<file path="config.mk">
export PLATFORM = sky130hd
export DESIGN_NAME = sorted_priority_queue_unique_key_top_flat
export DESIGN_NICKNAME = d
export VERILOG_FILES = /design/src/design/spq_pkg.sv /design/src/design/spq_if.sv /design/src/design/spq_cell.sv /design/src/design/spq_chain.sv /design/src/design/sorted_priority_queue_unique_key_top.sv /design/src/flat_wrapper.sv
export VERILOG_INCLUDE_DIRS = /design/src /design/src/design
export SDC_FILE = /design/constraint.sdc
export NUM_CORES = 2
export LEC_CHECK = 0
export ABC_CLOCK_PERIOD_IN_PS = 4050
export BUFFER_PORTS_ARGS = -buffer_cell sky130_fd_sc_hd__buf_4
export CORE_MARGIN = 8
export CORE_UTILIZATION = 60
export DETAILED_ROUTE_END_ITERATION = 12
export PLACE_DENSITY = 0.77
export SLEW_MARGIN = 0
export SYNTH_ARGS = -nofsm -noshare
export SYNTH_HDL_FRONTEND = slang
export SYNTH_SLANG_ARGS = --single-unit
</file>
<file path="constraint.sdc">
create_clock -name clk -period 4.05 [get_ports clk]
set_input_delay 0.405 -clock clk [delete_from_list [all_inputs] [get_ports clk]]
set_output_delay 0.405 -clock clk [all_outputs]
set_load 0.03 [all_outputs]
</file>
<file path="src/design/sorted_priority_queue_unique_key_top_assert.svh">
// ----------------------------------------------------------------------------
// Assertion macros for the sorted priority queue
// Shared clocking and reset handling for concurrent checks.
// ----------------------------------------------------------------------------
`ifndef SORTED_PRIORITY_QUEUE_UNIQUE_KEY_TOP_ASSERT_SVH
`define SORTED_PRIORITY_QUEUE_UNIQUE_KEY_TOP_ASSERT_SVH

// same-cycle implication
`define SPQ_ASSERT_NOW(lbl, ante, cons, msg) \
	lbl: assert property (@(posedge clk) disable iff (!arst_n) (ante) |-> (cons)) else $error(msg);

// next-cycle implication
`define SPQ_ASSERT_NEXT(lbl, ante, cons, msg) \
	lbl: assert property (@(posedge clk) disable iff (!arst_n) (ante) |=> (cons)) else $error(msg);

`endif

</file>
<file path="src/design/spq_pkg.sv">
// ----------------------------------------------------------------------------
// spq_pkg
// Types and codes of the sorted priority queue.
// ----------------------------------------------------------------------------
package spq_pkg;

	localparam int CAPACITY_DEF = 16;
	localparam int KEY_W        = 16;
	localparam int PRIO_W       = 16;
	localparam int KIND_W       = 2;
	localparam int STATUS_W     = 2;
	localparam int COUNT_W      = 5;

	localparam logic [KIND_W-1:0] KIND_INSERT = 2'd0;
	localparam logic [KIND_W-1:0] KIND_REMOVE = 2'd1;
	localparam logic [KIND_W-1:0] KIND_PEEK   = 2'd2;

	localparam logic [STATUS_W-1:0] ST_OK    = 2'd0;
	localparam logic [STATUS_W-1:0] ST_DUP   = 2'd1;
	localparam logic [STATUS_W-1:0] ST_FULL  = 2'd2;
	localparam logic [STATUS_W-1:0] ST_EMPTY = 2'd3;

	typedef struct packed {
		logic [KEY_W-1:0]  seat;
		logic [PRIO_W-1:0] prio;
	} ent_t;

	// broadcast from the sequencer to every cell
	typedef struct packed {
		logic              cmp;
		logic              ins;
		logic              rem;
		logic [KEY_W-1:0]  key;
		logic [PRIO_W-1:0] prio;
	} cell_ctl_t;

endpackage

</file>
<file path="src/design/spq_if.sv">
// ----------------------------------------------------------------------------
// spq_if
// Request and response channels of the sorted priority queue.
// ----------------------------------------------------------------------------
interface spq_req_if;
	logic                       valid;
	logic                       ready;
	logic [spq_pkg::KIND_W-1:0] kind;
	logic [spq_pkg::KEY_W-1:0]  seat_key;
	logic [spq_pkg::PRIO_W-1:0] priority_req;

	modport source (output valid, kind, seat_key, priority_req, input ready);
	modport sink (input valid, kind, seat_key, priority_req, output ready);
endinterface

interface spq_rsp_if;
	logic                         valid;
	logic                         ready;
	logic [spq_pkg::STATUS_W-1:0] status;
	logic [spq_pkg::KEY_W-1:0]    out_seat;
	logic [spq_pkg::PRIO_W-1:0]   out_priority;
	logic [spq_pkg::COUNT_W-1:0]  count;

	modport source (output valid, status, out_seat, out_priority, count, input ready);
	modport sink (input valid, status, out_seat, out_priority, count, output ready);
endinterface

</file>
<file path="src/design/spq_cell.sv">
// ----------------------------------------------------------------------------
// spq_cell
// One queue slot: compares against the broadcast request, then shifts.
// ----------------------------------------------------------------------------
module spq_cell (
	input  logic               clk,
	input  spq_pkg::cell_ctl_t ctl,
	input  logic               live,
	input  logic               left_shift,
	input  spq_pkg::ent_t      left_ent,
	input  spq_pkg::ent_t      right_ent,
	output spq_pkg::ent_t      ent,
	output logic               shift,
	output logic               hit
);

	spq_pkg::ent_t ent_q;
	logic          shift_q;
	logic          hit_q;

	always_ff @(posedge clk) begin
		if (ctl.cmp) begin
			hit_q   <= live && (ent_q.seat == ctl.key);
			shift_q <= !live || (ent_q.prio > ctl.prio);
		end
	end

	always_ff @(posedge clk) begin
		if (ctl.ins && shift_q) begin
			if (left_shift) begin
				ent_q <= left_ent;
			end else begin
				ent_q <= '{seat: ctl.key, prio: ctl.prio};
			end
		end else if (ctl.rem) begin
			ent_q <= right_ent;
		end
	end

	assign ent   = ent_q;
	assign shift = shift_q;
	assign hit   = hit_q;

endmodule

</file>
<file path="src/design/spq_chain.sv">
// ----------------------------------------------------------------------------
// spq_chain
// Row of queue cells, front at index zero, with the key match reduction.
// ----------------------------------------------------------------------------
module spq_chain #(
	parameter int CAPACITY = spq_pkg::CAPACITY_DEF,
	parameter int CNT_W    = $clog2(CAPACITY + 1)
) (
	input  logic               clk,
	input  spq_pkg::cell_ctl_t ctl,
	input  logic [CNT_W-1:0]   count,
	output spq_pkg::ent_t      front,
	output logic               front_shift,
	output logic               any_hit
);

	spq_pkg::ent_t         ents [CAPACITY];
	logic [CAPACITY-1:0]   shifts;
	logic [CAPACITY-1:0]   hits;

	for (genvar i = 0; i < CAPACITY; i++) begin : g_cell
		spq_pkg::ent_t left_ent;
		spq_pkg::ent_t right_ent;
		logic          left_shift;
		logic          live;

		assign live = count > CNT_W'(i);

		if (i == 0) begin : g_first
			assign left_ent   = '0;
			assign left_shift = 1'b0;
		end else begin : g_mid
			assign left_ent   = ents[i-1];
			assign left_shift = shifts[i-1];
		end

		if (i == CAPACITY - 1) begin : g_last
			assign right_ent = '0;
		end else begin : g_inner
			assign right_ent = ents[i+1];
		end

		spq_cell u_cell (
			.clk        (clk),
			.ctl        (ctl),
			.live       (live),
			.left_shift (left_shift),
			.left_ent   (left_ent),
			.right_ent  (right_ent),
			.ent        (ents[i]),
			.shift      (shifts[i]),
			.hit        (hits[i])
		);
	end

	assign front       = ents[0];
	assign front_shift = shifts[0];
	assign any_hit     = |hits;

endmodule

</file>
<file path="src/design/sorted_priority_queue_unique_key_top.sv">
// ----------------------------------------------------------------------------
// sorted_priority_queue_unique_key_top
// Bounded priority queue, sorted by priority, unique seat keys.
// ----------------------------------------------------------------------------
// Usage:
//   req channel carries kind (insert, remove front, peek front), seat_key and
//   priority_req. rsp channel returns one response per request: status,
//   out_seat, out_priority (removed entry, or front entry after the
//   operation) and count. Equal priorities leave in arrival order.
//   Timing: a request passes through the accept, compare and update states.
//   In the compare state every cell matches the key and priority; in the
//   update state the cells shift in one step and the response register
//   loads. The response is visible the cycle after the update. No new
//   request is taken until the update ends, as the compare/update sequence
//   over the cell row is shared by all requests.
//   The next request is taken while a response still waits in the output
//   register; a stalled receiver holds the update cycle until it drains.
//   Reset clears the entry count and the response valid; cell contents are
//   only read below the count.
// ----------------------------------------------------------------------------
`include "sorted_priority_queue_unique_key_top_assert.svh"

module sorted_priority_queue_unique_key_top #(
	parameter int CAPACITY = spq_pkg::CAPACITY_DEF
) (
	input  logic          clk,
	input  logic          arst_n,
	spq_req_if.sink       req,
	spq_rsp_if.source     rsp
);

	localparam int CNT_W = $clog2(CAPACITY + 1);

	localparam logic [1:0] S_IDLE = 2'd0;
	localparam logic [1:0] S_CMP  = 2'd1;
	localparam logic [1:0] S_UPD  = 2'd2;

	logic [1:0]                   st_q;
	logic [CNT_W-1:0]             count_q;
	logic                         rsp_valid_q;
	logic [spq_pkg::KIND_W-1:0]   kind_q;
	logic [spq_pkg::KEY_W-1:0]    key_q;
	logic [spq_pkg::PRIO_W-1:0]   prio_q;
	logic [spq_pkg::STATUS_W-1:0] status_q;
	spq_pkg::ent_t                res_q;

	spq_pkg::cell_ctl_t           ctl;
	spq_pkg::ent_t                front;
	logic                         front_shift;
	logic                         any_hit;
	logic                         stall;
	logic                         done;
	logic                         do_ins;
	logic                         do_rem;
	logic [spq_pkg::STATUS_W-1:0] status_d;
	spq_pkg::ent_t                res_d;
	logic [CNT_W-1:0]             count_d;
	spq_pkg::ent_t                new_ent;

	assign req.ready = (st_q == S_IDLE);
	assign stall     = rsp_valid_q && !rsp.ready;
	assign done      = (st_q == S_UPD) && !stall;
	assign new_ent   = '{seat: key_q, prio: prio_q};

	always_comb begin
		do_ins   = 1'b0;
		do_rem   = 1'b0;
		status_d = spq_pkg::ST_OK;
		res_d    = front;
		count_d  = count_q;
		case (kind_q)
			spq_pkg::KIND_INSERT: begin
				if (any_hit) begin
					status_d = spq_pkg::ST_DUP;
				end else if (count_q == CNT_W'(CAPACITY)) begin
					status_d = spq_pkg::ST_FULL;
				end else begin
					do_ins  = 1'b1;
					count_d = count_q + CNT_W'(1);
					if (front_shift) begin
						res_d = new_ent;
					end
				end
			end
			spq_pkg::KIND_REMOVE: begin
				if (count_q == '0) begin
					status_d = spq_pkg::ST_EMPTY;
					res_d    = '0;
				end else begin
					do_rem  = 1'b1;
					count_d = count_q - CNT_W'(1);
				end
			end
			default: begin
				if (count_q == '0) begin
					status_d = spq_pkg::ST_EMPTY;
					res_d    = '0;
				end
			end
		endcase
	end

	assign ctl.cmp  = (st_q == S_CMP);
	assign ctl.ins  = done && do_ins;
	assign ctl.rem  = done && do_rem;
	assign ctl.key  = key_q;
	assign ctl.prio = prio_q;

	spq_chain #(
		.CAPACITY (CAPACITY),
		.CNT_W    (CNT_W)
	) u_chain (
		.clk         (clk),
		.ctl         (ctl),
		.count       (count_q),
		.front       (front),
		.front_shift (front_shift),
		.any_hit     (any_hit)
	);

	always_ff @(posedge clk or negedge arst_n) begin
		if (!arst_n) begin
			st_q        <= S_IDLE;
			count_q     <= '0;
			rsp_valid_q <= 1'b0;
		end else begin
			case (st_q)
				S_IDLE: begin
					if (req.valid) begin
						st_q <= S_CMP;
					end
				end
				S_CMP: begin
					st_q <= S_UPD;
				end
				S_UPD: begin
					if (!stall) begin
						st_q <= S_IDLE;
					end
				end
				default: begin
					st_q <= S_IDLE;
				end
			endcase
			if (done) begin
				count_q     <= count_d;
				rsp_valid_q <= 1'b1;
			end else if (rsp.ready) begin
				rsp_valid_q <= 1'b0;
			end
		end
	end

	always_ff @(posedge clk) begin
		if (req.valid && req.ready) begin
			kind_q <= req.kind;
			key_q  <= req.seat_key;
			prio_q <= req.priority_req;
		end
		if (done) begin
			status_q <= status_d;
			res_q    <= res_d;
		end
	end

	assign rsp.valid        = rsp_valid_q;
	assign rsp.status       = status_q;
	assign rsp.out_seat     = res_q.seat;
	assign rsp.out_priority = res_q.prio;
	assign rsp.count        = spq_pkg::COUNT_W'(count_q);

	`SPQ_ASSERT_NOW(a_count_bound, 1'b1, count_q <= CNT_W'(CAPACITY), "entry count above capacity")
	`SPQ_ASSERT_NEXT(a_ins_grows, done && do_ins, count_q == $past(count_q) + CNT_W'(1), "insert did not grow count")
	`SPQ_ASSERT_NEXT(a_rsp_loaded, done, rsp_valid_q && (st_q == S_IDLE), "response not loaded after update")
	`SPQ_ASSERT_NOW(a_no_double_op, 1'b1, !(ctl.ins && ctl.rem) && !(ctl.cmp && (ctl.ins || ctl.rem)), "conflicting cell commands")

endmodule
</file>
<file path="src/flat_wrapper.sv">
// flat-port wrapper written by rule: the top's interface ports become plain ports
module sorted_priority_queue_unique_key_top_flat 
#(
	parameter int CAPACITY = spq_pkg::CAPACITY_DEF
)
  (clk, arst_n, req_valid, req_kind, req_seat_key, req_priority_req, req_ready, rsp_valid, rsp_status, rsp_out_seat, rsp_out_priority, rsp_count, rsp_ready);
  spq_req_if req_i ();
  spq_rsp_if rsp_i ();
  input  logic clk;
  input  logic arst_n;
  input wire logic [$bits(req_i.valid)-1:0] req_valid;
  input wire logic [$bits(req_i.kind)-1:0] req_kind;
  input wire logic [$bits(req_i.seat_key)-1:0] req_seat_key;
  input wire logic [$bits(req_i.priority_req)-1:0] req_priority_req;
  output wire logic [$bits(req_i.ready)-1:0] req_ready;
  output wire logic [$bits(rsp_i.valid)-1:0] rsp_valid;
  output wire logic [$bits(rsp_i.status)-1:0] rsp_status;
  output wire logic [$bits(rsp_i.out_seat)-1:0] rsp_out_seat;
  output wire logic [$bits(rsp_i.out_priority)-1:0] rsp_out_priority;
  output wire logic [$bits(rsp_i.count)-1:0] rsp_count;
  input wire logic [$bits(rsp_i.ready)-1:0] rsp_ready;
  assign req_i.valid = req_valid;
  assign req_i.kind = req_kind;
  assign req_i.seat_key = req_seat_key;
  assign req_i.priority_req = req_priority_req;
  assign req_ready = req_i.ready;
  assign rsp_valid = rsp_i.valid;
  assign rsp_status = rsp_i.status;
  assign rsp_out_seat = rsp_i.out_seat;
  assign rsp_out_priority = rsp_i.out_priority;
  assign rsp_count = rsp_i.count;
  assign rsp_i.ready = rsp_ready;
  sorted_priority_queue_unique_key_top #(.CAPACITY(CAPACITY)) u_core (.clk(clk), .arst_n(arst_n), .req(req_i), .rsp(rsp_i));
endmodule
</file>
==> flow_summary.ini <==
[routing]
vias = 29000
dr.pass1.iters = 6
ant_nets = 0
vias_per_cell = 6.41
detail_route.wirelength_mm = 105
mean_routed_wirelength_per_cell_um = 23.2
drt_iter0_markers = 2955
drt_drc_violations_left = 0

[setup_path]
path_buf_inv = 2
critical_path_class = reg -> reg
crit_path_max_delay_cell_type = sky130_fd_sc_hd__nand2b_2
setup.worst_path.end_class = flip-flop
critical_path.top_delay_family = simple AND/OR/NAND/NOR gates
critical_path.startpoint_type = flip-flop
cp.arrival_ps = 3650
critical_path_peak_fanout = 32
regToRegSetupSlack_ps = 630
critical_path.cell_chain = inv_1 > ha_1 > or3b_1 > nor2_1 > buf_4 > nand3b_1 > nand2b_2
required_ps = 4280
critical_path.max_stage_delay_ps = 980

[pwr]
pwr_density_cell_nw_per_um2 = 463
power_switching_uw = 6420
share_of_total_power_consumed_by_net_switching_pct = 32.6
static-leakage-power_uw = 0.0171
report.power.total_uw = 19700
max_vdd_drop_v = 0.000418
power.share.combinational_pct = 25.5
internal-power_uw = 13300
seqPwrFrac_pct = 42.1
clock_network_power_share_pct = 32.4

[floorplan]
io_pins = 79
fp.dieW_um = 270
dieHeight_um = 270
start_util_pct = 60.3
std_cell_rows = 93
die_area_um2 = 72700
core_um2 = 64000

[placed_design]
place.gp.congestion = 0.907
post_dp_hpwl_mm = 75.5
io_buffers = 78

[clock_network]
root_buffer = sky130_fd_sc_hd__clkbuf_16
numCtsBuffers = 70
numClockSinks = 620
cts.path.max_buffers = 3
reg_clk_slew_reported_paths_ps = 60
insertion_delay_to_the_later_sink_of_the_worst_skew_pair_ps = 620
clock_tree.htree_level_count = 3
ctsResizeCount = 0
tritoncts = yes

[logic_synthesis]
synth-edff-count = 612
postSynthCellCount = 3605
yosys_register_bits = 620
asyncSetResetFlopFracSynth_pct = 1.29
synth.avg_cell_area_um2 = 10.7
synth_fp_nets = 3905
synth_cell_types = 61
synth_warnings = 0
synth-seq-area-share_pct = 48.1
synthFlopType = sky130_fd_sc_hd__edfxtp_1
syn_area_um2 = 38600

[layout]
final_layout_size_suffix_gt1_share_pct = 9.15
flow.area_growth_from_synthesis_pct = 10.6
most_frequent_standard_cell_in_the_layout_excluding_fill_and_tap_cells = sky130_fd_sc_hd__edfxtp_1
final_cell_mix = sky130_fd_sc_hd__edfxtp_1, sky130_fd_sc_hd__a21oi_1, sky130_fd_sc_hd__nor2_1
finish.net_count = 3923

[timing]
final_min_period_over_clock_period_pct = 84.4
setup_viol_count_final = 0
final.setup_skew_ps = 21.2
final_max_slew_viol_count = 0
finalHoldViolCount = 0
relSlewSlack_pct = 27.3
finalWorstPathRequiredPeriod_ps = 3420
rsz0062_at_grt = false
clock.fmax_ghz = 0.293
setup_tns_ps = 0
worst_slew_pin_slew_ps = 1080

[hold_path]
hp-class = in -> reg

[run]
max_cap_viol_count = 0

[global_routing]
grtUsageTotal_pct = 27.9
grt_pass1_vias = 28700
grt_max_degree = 65
antenna_found_initial = 1
grt_first_pass_wirelength_mm = 163
globalRouteOverflowTotal = 0

[run_status]
run_status = finished, final reports clean
[routing by layer]
layer	vias to the layer above	part of all wire, %	global-route usage [%]
met3	202	7.4	4.43
li1	13300	-	-
met4	0	2.9	9.26
met1	14400	42	37.8
met5	-	0	0
met2	1196	47	45.7
[Yosys cell counts (12+ instances only)]
cell | count | area [µm²]
sky130_fd_sc_hd__xnor2_1 | 36 | 315
sky130_fd_sc_hd__xor2_1 | 226 | 1980
sky130_fd_sc_hd__nor2_1 | 510 | 1910
sky130_fd_sc_hd__clkbuf_1 | 167 | 627
sky130_fd_sc_hd__a211oi_1 | 13 | 97.6
sky130_fd_sc_hd__mux2i_1 | 481 | 4810
sky130_fd_sc_hd__nand2b_1 | 21 | 131
sky130_fd_sc_hd__nor4_1 | 88 | 551
sky130_fd_sc_hd__nand4_1 | 62 | 388
sky130_fd_sc_hd__buf_2 | 93 | 465
sky130_fd_sc_hd__o21ai_0 | 66 | 330
sky130_fd_sc_hd__nor3_1 | 23 | 115
sky130_fd_sc_hd__inv_1 | 62 | 233
sky130_fd_sc_hd__nand3_1 | 31 | 155
sky130_fd_sc_hd__nand2_1 | 115 | 432
sky130_fd_sc_hd__nor2b_1 | 15 | 93.8
sky130_fd_sc_hd__edfxtp_1 | 612 | 18400
sky130_fd_sc_hd__a21o_1 | 13 | 97.6
sky130_fd_sc_hd__a21oi_1 | 546 | 2730
sky130_fd_sc_hd__ha_1 | 262 | 3280
sky130_fd_sc_hd__buf_1 | 20 | 75.1
sky130_fd_sc_hd__a31oi_1 | 12 | 75.1
sky130_fd_sc_hd__mux2_2 | 22 | 248
[worst min-delay path: stages]
cell and delay [ps]:
sky130_fd_sc_hd__buf_4 70, sky130_fd_sc_hd__nand2b_1 140, sky130_fd_sc_hd__nand2_1 60
[power by group through the flow]
stage / clock network (µW) / logic [µW] / registers (µW)
3_3_place_gp: 0 / 4810 / 8410
5_1_grt: 6670 / 5420 / 8340
3_5_place_dp: 0 / 4910 / 8410
6_report: 6390 / 5030 / 8310
2_1_floorplan: 0 / 3460 / 8240
4_1_cts: 6440 / 4980 / 8290
[through the flow]
| stage | worst slack, ps | hold slack [ps] | instances | utilization (%) | cell area [µm²] |
|---|---|---|---|---|---|
| finish | 633 | 114 | 4527 | 66.7 | 42700 |
| global placement | 775 | 248 | 4370 | 62.6 | 40100 |
| detailed placement | 699 | 250 | 4370 | 62.6 | 40100 |
| floorplan | 498 | 109 | 3605 | - | 38600 |
| CTS | 665 | 109 | 4526 | 66.6 | 42700 |
| global route | 482 | 143 | 4526 | 66.6 | 42700 |
[cell families after synthesis]
logic type                 after synthesis  synth area share, %
muxes                                  512                 13.4
AOI/OAI and AO/OA                      705                 9.86
and+or+nand+nor                        901                 10.5
buffers and inverters                  343                 3.65
DFF                                    620                 48.1
adders and majority gates              262                 8.50
xor gates and xnor gates               262                 5.95
[final cells by class]
type | instances | area [µm²]
multi-input cells | 2642 | 18700
inverters | 62 | 233
flip-flops and latches | 620 | 18600
well taps | 855 | 1070
clock buffers | 86 | 1900
clock inverters | 34 | 328
repair buffers | 227 | 1830
diodes | 1 | 2.50
fillers | 4878 | 21300
[registers in the layout, summed over array words and instances, names as in the netlist]
name                                flops
u_core.rsp.valid                        1
u_core.rsp.out_priority                16
u_core.prio_q                          16
u_core.kind_q                           2
u_core.u_chain.g_cell.u_cell.shift     16
u_core.rsp.status                       2
u_core.st_q                             2
u_core.key_q                           16
u_core.u_chain.g_cell.u_cell.ent      512
u_core.rsp.out_seat                    16
u_core.u_chain.g_cell.u_cell.hit       16
u_core.rsp.count                        5
[timing repair]
item                      in CTS  in global routing
setup buffers                  0                  0
hold buffers                  36                  0
hold endpoints to repair      43                  0
[worst paths after layout]
check,start,to,cells after the start
min in group asynchronous,arst_n,u_core.rsp.count[0],2
max,u_core.rsp.count[0],u_core.u_chain.g_cell[0].u_cell.ent[25],7
min,rsp_ready,u_core.rsp.valid,3
max in group asynchronous,arst_n,u_core.st_q[1],2
min reg2reg,u_core.rsp.valid,u_core.rsp.valid,2
max reg2reg,u_core.rsp.count[0],u_core.u_chain.g_cell[0].u_cell.ent[25],7
No activity file was read; power rests on OpenSTA's default activity.
